--- config.mk ---
export PLATFORM = sky130hd
export DESIGN_NAME = random_permutation_shuffle
export DESIGN_NICKNAME = d
export VERILOG_FILES = /design/src/rtl/rps_pkg.sv /design/src/rtl/random_permutation_shuffle.sv
export SDC_FILE = /design/constraint.sdc
export NUM_CORES = 1
export LEC_CHECK = 0
export BUFFER_PORTS_ARGS = -buffer_cell sky130_fd_sc_hd__clkbuf_2
export CORE_UTILIZATION = 26
export DETAILED_ROUTE_END_ITERATION = 6
export HOLD_SLACK_MARGIN = 0.02
export PLACE_DENSITY = 0.48
export RECOVER_POWER = 25
export SETUP_SLACK_MARGIN = 0.1
export SLEW_MARGIN = 20
export SYNTH_ARGS = -nofsm -noshare
export SYNTH_HDL_FRONTEND = slang
export SYNTH_SLANG_ARGS = --single-unit
--- constraint.sdc ---
create_clock -name clk -period 22.3 [get_ports clk]
set_clock_uncertainty 0.05 [all_clocks]
set_input_delay 4.46 -clock clk [delete_from_list [all_inputs] [get_ports clk]]
set_output_delay 4.46 -clock clk [all_outputs]
set_load 0.05 [all_outputs]
--- src/rtl/rps_pkg.sv ---
// Shared constants for the random permutation shuffle block.
`timescale 1ns / 1ps
`default_nettype none

package rps_pkg;

  // Largest permutation the store can hold.
  localparam int MAX_LENGTH = 64;

  // Store address width and the width of a length or position count.
  localparam int ADDR_W = (MAX_LENGTH > 1) ? $clog2(MAX_LENGTH) : 1;
  localparam int LEN_W  = $clog2(MAX_LENGTH + 1);

  // Fixed field widths.
  localparam int ELEM_W = 6;
  localparam int RAND_W = 31;
  localparam int CFG_W  = 7;
  localparam int APB_W  = 32;
  localparam int PADDR_W = 2;

  // Divider: dividend bits retired per cycle and number of cycles.
  localparam int DIV_STEP   = 8;
  localparam int DIV_BITS   = ((RAND_W + DIV_STEP - 1) / DIV_STEP) * DIV_STEP;
  localparam int DIV_CYCLES = DIV_BITS / DIV_STEP;
  localparam int DIV_CNT_W  = (DIV_CYCLES > 1) ? $clog2(DIV_CYCLES) : 1;

  // Reset value of the length register.
  localparam logic [CFG_W-1:0] LENGTH_RESET = CFG_W'(64);

endpackage

`default_nettype wire

--- src/rtl/random_permutation_shuffle.sv ---
// Top level of the random permutation shuffle block (forward Fisher-Yates).
`timescale 1ns / 1ps
`default_nettype none

// The block builds one permutation of 0..L-1 from L random words, L being
// perm_length (0 acts as 1, values above 64 act as 64). An item is taken when
// start is high and busy is low; each item performs one swap step and keeps
// busy high until the step is done, so no new item is taken before then. The
// step runs the remainder unit over the word 8 dividend bits at a time, reads both
// store entries on the two read ports, and writes them back one after the other
// through the single write port. The item that completes the permutation is
// followed by L result transactions on consecutive cycles, one store read each,
// with out_is_last on the final one; busy stays high while they are read, and the
// last result appears in the first cycle after busy falls. Results cannot be
// stalled: each one is valid for exactly one cycle, marked by out_valid. The
// store returns to identity at once after the last read or a write of
// perm_length, through per-entry valid bits, so no clearing pass is needed.
module random_permutation_shuffle (
  input  wire                       clk,
  input  wire                       rst_n,
  // Input channel
  input  wire                       start,
  output logic                      busy,
  input  wire [rps_pkg::RAND_W-1:0] in_random_value,
  // Result channel
  output logic                      out_valid,
  output logic [rps_pkg::ELEM_W-1:0] out_element,
  output logic                      out_is_last,
  // Configuration port
  input  wire                       psel,
  input  wire                       penable,
  input  wire                       pwrite,
  input  wire [rps_pkg::PADDR_W-1:0] paddr,
  input  wire [rps_pkg::APB_W-1:0]  pwdata,
  output logic [rps_pkg::APB_W-1:0] prdata,
  output logic                      pready
);
  import rps_pkg::*;

  // Sequencer states.
  localparam logic [2:0] ST_IDLE = 3'd0;
  localparam logic [2:0] ST_DIV  = 3'd1;
  localparam logic [2:0] ST_READ = 3'd2;
  localparam logic [2:0] ST_WRA  = 3'd3;
  localparam logic [2:0] ST_WRB  = 3'd4;
  localparam logic [2:0] ST_EMIT = 3'd5;

  logic [2:0]            state_r, state_nxt;
  logic [CFG_W-1:0]      perm_len_r;
  logic [LEN_W-1:0]      pos_r, pos_nxt;
  logic [LEN_W-1:0]      len_eff;
  logic [LEN_W-1:0]      span_r;
  logic [ADDR_W-1:0]     i_r, j_r;
  logic [LEN_W-1:0]      k_r, k_nxt;
  logic [DIV_BITS-1:0]   div_r;
  logic [LEN_W-1:0]      rem_r, rem_nxt;
  logic [DIV_CNT_W-1:0]  div_cnt_r;
  logic                  emit_r, last_r;
  logic [MAX_LENGTH-1:0] vld_r;
  logic                  cfg_wr;
  logic                  accept;
  logic                  restart;

  // Store and its read registers.
  logic [ELEM_W-1:0]     mem [MAX_LENGTH];
  logic                  rd_en;
  logic [ADDR_W-1:0]     ra_a, ra_b;
  logic [ELEM_W-1:0]     rd_a_data_r, rd_b_data_r;
  logic                  rd_a_vld_r, rd_b_vld_r;
  logic [ADDR_W-1:0]     rd_a_addr_r, rd_b_addr_r;
  logic [ELEM_W-1:0]     rd_a_val, rd_b_val;
  logic                  we;
  logic [ADDR_W-1:0]     wa;
  logic [ELEM_W-1:0]     wd;

  // Configuration port: one register, writes complete in the access cycle.
  assign pready = 1'b1;
  assign cfg_wr = psel & penable & pwrite & pready;
  assign prdata = (paddr == '0) ? APB_W'(perm_len_r) : '0;

  assign busy   = (state_r != ST_IDLE);
  assign accept = start & ~busy;

  // Effective length: zero acts as one, oversize clamps to the store depth.
  always_comb begin
    if (perm_len_r == '0) begin
      len_eff = LEN_W'(1);
    end else if (32'(perm_len_r) > 32'(MAX_LENGTH)) begin
      len_eff = LEN_W'(MAX_LENGTH);
    end else begin
      len_eff = LEN_W'(perm_len_r);
    end
  end

  // Remainder unit: restoring steps over the next group of dividend bits.
  always_comb begin
    logic [LEN_W:0] t;
    rem_nxt = rem_r;
    for (int b = 0; b < DIV_STEP; b++) begin
      t = {rem_nxt, div_r[DIV_BITS-1-b]};
      if (t >= {1'b0, span_r}) begin
        t = t - {1'b0, span_r};
      end
      rem_nxt = t[LEN_W-1:0];
    end
  end

  // Entries that were never written since the last restart read as identity.
  assign rd_a_val = rd_a_vld_r ? rd_a_data_r : ELEM_W'(rd_a_addr_r);
  assign rd_b_val = rd_b_vld_r ? rd_b_data_r : ELEM_W'(rd_b_addr_r);

  // Sequencer: memory port control and next-state logic.
  always_comb begin
    logic [LEN_W-1:0] j_sum;
    state_nxt = state_r;
    pos_nxt   = pos_r;
    k_nxt     = k_r;
    rd_en     = 1'b0;
    ra_a      = i_r;
    ra_b      = i_r;
    we        = 1'b0;
    wa        = j_r;
    wd        = rd_a_val;
    restart   = 1'b0;
    j_sum     = LEN_W'(i_r) + rem_r;
    unique case (state_r)
      ST_IDLE: begin
        if (accept) begin
          state_nxt = ST_DIV;
        end
      end
      ST_DIV: begin
        if (div_cnt_r == DIV_CNT_W'(DIV_CYCLES - 1)) begin
          state_nxt = ST_READ;
        end
      end
      ST_READ: begin
        rd_en     = 1'b1;
        ra_a      = i_r;
        ra_b      = j_sum[ADDR_W-1:0];
        state_nxt = ST_WRA;
      end
      ST_WRA: begin
        we        = 1'b1;
        wa        = j_r;
        wd        = rd_a_val;
        state_nxt = ST_WRB;
      end
      ST_WRB: begin
        we      = 1'b1;
        wa      = i_r;
        wd      = rd_b_val;
        pos_nxt = pos_r + LEN_W'(1);
        k_nxt   = '0;
        if (pos_nxt >= len_eff) begin
          state_nxt = ST_EMIT;
        end else begin
          state_nxt = ST_IDLE;
        end
      end
      ST_EMIT: begin
        rd_en = 1'b1;
        ra_a  = k_r[ADDR_W-1:0];
        ra_b  = k_r[ADDR_W-1:0];
        k_nxt = k_r + LEN_W'(1);
        if (k_nxt >= len_eff) begin
          state_nxt = ST_IDLE;
          restart   = 1'b1;
        end
      end
      default: begin
        state_nxt = ST_IDLE;
      end
    endcase
    // A length write abandons the permutation in progress.
    if (cfg_wr) begin
      restart = 1'b1;
    end
    if (restart) begin
      pos_nxt = '0;
    end
  end

  // Control registers.
  always_ff @(posedge clk) begin
    if (!rst_n) begin
      state_r    <= ST_IDLE;
      perm_len_r <= LENGTH_RESET;
      pos_r      <= '0;
      k_r        <= '0;
      div_cnt_r  <= '0;
      emit_r     <= 1'b0;
      last_r     <= 1'b0;
      vld_r      <= '0;
    end else begin
      state_r <= state_nxt;
      pos_r   <= pos_nxt;
      k_r     <= k_nxt;
      emit_r  <= (state_r == ST_EMIT);
      last_r  <= (state_r == ST_EMIT) && (k_nxt >= len_eff);
      if (cfg_wr) begin
        perm_len_r <= pwdata[CFG_W-1:0];
      end
      if (state_r == ST_DIV) begin
        div_cnt_r <= div_cnt_r + DIV_CNT_W'(1);
      end else begin
        div_cnt_r <= '0;
      end
      if (restart) begin
        vld_r <= '0;
      end else if (we) begin
        vld_r[wa] <= 1'b1;
      end
    end
  end

  // Datapath registers for the swap step in flight.
  always_ff @(posedge clk) begin
    if (accept) begin
      div_r  <= DIV_BITS'(in_random_value);
      rem_r  <= '0;
      i_r    <= pos_r[ADDR_W-1:0];
      span_r <= len_eff - pos_r;
    end else if (state_r == ST_DIV) begin
      div_r <= div_r << DIV_STEP;
      rem_r <= rem_nxt;
    end
    if (state_r == ST_READ) begin
      j_r <= ra_b;
    end
  end

  // Permutation store: one write port, two registered read ports.
  always_ff @(posedge clk) begin
    if (we) begin
      mem[wa] <= wd;
    end
    if (rd_en) begin
      rd_a_data_r <= mem[ra_a];
      rd_b_data_r <= mem[ra_b];
      rd_a_vld_r  <= vld_r[ra_a];
      rd_b_vld_r  <= vld_r[ra_b];
      rd_a_addr_r <= ra_a;
      rd_b_addr_r <= ra_b;
    end
  end

  // Result channel.
  assign out_valid   = emit_r;
  assign out_element = rd_a_val;
  assign out_is_last = last_r;

endmodule

`default_nettype wire

==> results by group <==
Status
  – Result of the run: finished with violations
  – Failing checks: max-capacitance violations, max-slew violations

STA
  – Shortest clock period the worst path allows after layout: 18.87 ns
  – Setup Viol. Count Final: 0
  – Worst slew slack as a fraction of its limit: -1.93
  – Measured slew at the worst slew-check pin: 4.40 ns
  – Final Cycle Share: 0.846
  – Max Clk Rate: 53.0 MHz
  – Unrepaired setup endpoints after global routing: no
  – Final hold violation count: 0
  – Final setup TNS: 0 ns
  – Pins over their slew limit: 467

Setup path
  – Largest fanout on the critical path: 13
  – Cell with the largest stage delay on the worst path: edfxtp_1
  – CP peak stage delay: 0.74 ns
  – Nature of the critical path endpoint: flop
  – Required time at the endpoint of the critical path: 22.84 ns
  – Path type of the worst setup path: flop to flop
  – Sort of element at the start of the critical path: flop
  – Arrival time at the worst endpoint: 19.40 ns

Logic synthesis
  – Per-instance average area after synthesis: 9.36 um2
  – Post-Syn Instances: 3313
  – Warnings from Yosys: 0
  – Syn Std Cell Area: 0.0310 mm2
  – Fraction of registers with async set/reset: 0
  – Primary flip-flop cell chosen by synthesis mapping: edfxtp_1
  – Post-synthesis sequential element count: 560
  – Number of library cell types mapped by synthesis: 76
  – Number of enable-type register cells in the synthesized netlist: 460
  – Share of synthesized area occupied by flip-flops and latches: 0.510

CTS
  – Setup repair bufs after CTS: 0
  – Root buffer cell: clkbuf_16
  – Total number of clock tree sinks: 560
  – Clock tree from TritonCTS: built
  – Maximum buffer depth of the clock tree: 3
  – Number of buffers added by the clock tree synthesis step: 61
  – Count of instances resized after the clock tree is built: 0
  – Number of hold buffers added after cts: 0
  – H-tree lvl count: 2
  – Clock latency of the later-clocked register in the worst-skew pair: 0.68 ns
  – Clock slew at the register clock pins of the worst setup and hold paths: 0.06 ns

Global route
  – Antenna violations before repair: 2
  – Number of global-route vias before repair: 23800
  – Maximum number of pins on one net before global-route repair: 155
  – Global-route wire length before repair: 153000 um
  – Overall Global Routing Usage: 0.166
  – Global-route congestion overflow total: 0

Route
  – WL/cell: 21.3 um
  – Vias per inst: 5.14
  – Via count: 24900
  – Post-detailed-route DRC marker count: 0
  – First DRT Iteration DRCs: 2253
  – Post-detailed-routing wire length: 103000 um
  – Number of nets with antenna violations after routing: 0
  – Router iterations before antenna repair: 6

Die
  – Width of the die: 347 um
  – Core box area: 0.118 mm2
  – FP Rows: 126
  – Top Ports: 113
  – Die H: 347 um
  – Starting Density: 0.263
  – Die area: 0.121 mm2

Finish
  – Fraction of layout cells with a size suffix above 1: 0.0805
  – Number of nets in the layout: 3425
  – Area growth from synthesis to layout: 12.0%

Placed design
  – Number of buffer cells added on primary ports: 61
  – Routability Congestion: 0.813
  – Detailed placement HPWL: 61800 um

Job
  – Max-Cap Viols: 11

Min path
  – Classification of the worst-slack hold path: flop to flop
-- cells in the final DEF, fill, tap and decap left out, types with 26 or more instances in the layout --
cell type	n
nand3_1	357
mux2i_1	28
xnor2_1	32
a31oi_1	40
and3_1	101
clkbuf_2	61
ha_1	91
nor2_1	109
conb_1	26
clkbuf_16	61
o21ai_0	35
mux2_2	44
buf_4	28
edfxtp_1	460
dfxtp_1	100
a311oi_1	162
o21a_1	75
a21oi_1	82
nand2_1	984
inv_1	67
-- cells by family (layout without fill, tap and decap cells) --
| logic type | count (synthesis) | in the layout | share of synthesized area |
|---|---|---|---|
| flip-flops | 560 | 560 | 0.510 |
| buffers and inverters | 321 | 288 | 0.0426 |
| adder cells (fa/ha/maj) | 101 | 101 | 0.0432 |
| AND/OR/NAND/NOR | 1675 | 1675 | 0.236 |
| other | 2 | 27 | 0.000242 |
| XOR/XNOR | 54 | 54 | 0.0152 |
| AO/OA/AOI/OAI | 526 | 526 | 0.127 |
| multiplexers | 74 | 74 | 0.0259 |
-- Yosys cell counts, drive strengths merged (12+ instances only) --
master  number  area (um2)
o21ai       37         185
mux2        45         510
nand2b      22         138
a311oi     162        1420
xnor2       32         280
mux2i       29         294
a21boi      12        90.1
nor3        22         115
and2        20         125
edfxtp     460       13800
a31oi       40         250
inv         69         259
clkbuf     190         713
and3       101         632
a21o        25         189
o21a        75         563
nor2b       24         158
a211oi      22         165
ha          91        1140
nand2      985        3700
dfxtp      100        2000
a21oi       89         449
nand3      357        1790
buf         58         333
nor2       110         413
xor2        22         193
-- layout make-up --
type                            instances  area (um2)
Fill cell                           12200       83300
Sequential cell                       560       15800
Multi-Input combinational cell       2456       14100
Tap cell                             1536        1920
Clock buffer                           78        1650
Timing Repair Buffer                  101         609
Clock inverter                         36         374
Inverter                               73         285
Antenna cell                            1        2.50
-- registers in the layout, indices dropped and copies added, names as in the netlist, 3 cells and up --
| signal | cells |
|---|---|
| div_r | 32 |
| i_r | 6 |
| j_r | 6 |
| k_r | 7 |
| mem | 384 |
| perm_len_r | 7 |
| pos_r | 7 |
| rd_a_addr_r | 6 |
| rd_a_data_r | 6 |
| rd_b_addr_r | 6 |
| rd_b_data_r | 6 |
| rem_r | 7 |
| span_r | 7 |
| state_r | 3 |
| vld_r | 64 |
-- per-stage QoR --
stage          setup WS (ns)  hold WS, ns  utilization  instance area, um2  instances
5_1_grt                 1.82        0.393        0.294               34700       4840
2_1_floorplan           6.43        0.347            -               31100       3337
3_3_place_gp            3.41        0.359        0.278               32800       4725
3_5_place_dp            3.31        0.366        0.278               32800       4725
6_report                3.43        0.383        0.294               34700       4841
4_1_cts                 3.28        0.380        0.295               34900       4839
-- metal layers --
layer / part of all wire / GRT usage / up-vias
li1: - / - / 11700
met1: 0.45 / 0.223 / 12200
met2: 0.46 / 0.270 / 734
met3: 0.059 / 0.0256 / 173
met4: 0.027 / 0.0544 / 0
met5: 0 / 0 / -
-- worst max-delay path: cells and delay by family (launching register included) --
kind	cells	cell delay, ns
AOI/OAI and AO/OA	41	10.11
adders and majority gates	8	2.88
muxes	7	2.32
and+or+nand+nor	11	1.98
DFF	1	0.74
buffers and inverters	4	0.71
-- path summary, 6_finish.rpt --
kind,startpoint,endpoint,slack (ns),depth (start not counted)
worst max register to register,span_r[1],rem_r[3],3.43,71
worst min-delay path,div_cnt_r[0],div_cnt_r[0],0.38,1
worst max-delay path,span_r[1],rem_r[3],3.43,71
worst min register to register,div_cnt_r[0],div_cnt_r[0],0.38,1
Power is left out: the tool's default activity adds up to more than one toggle a clock period on the data nets, which glitch-free logic cannot reach.
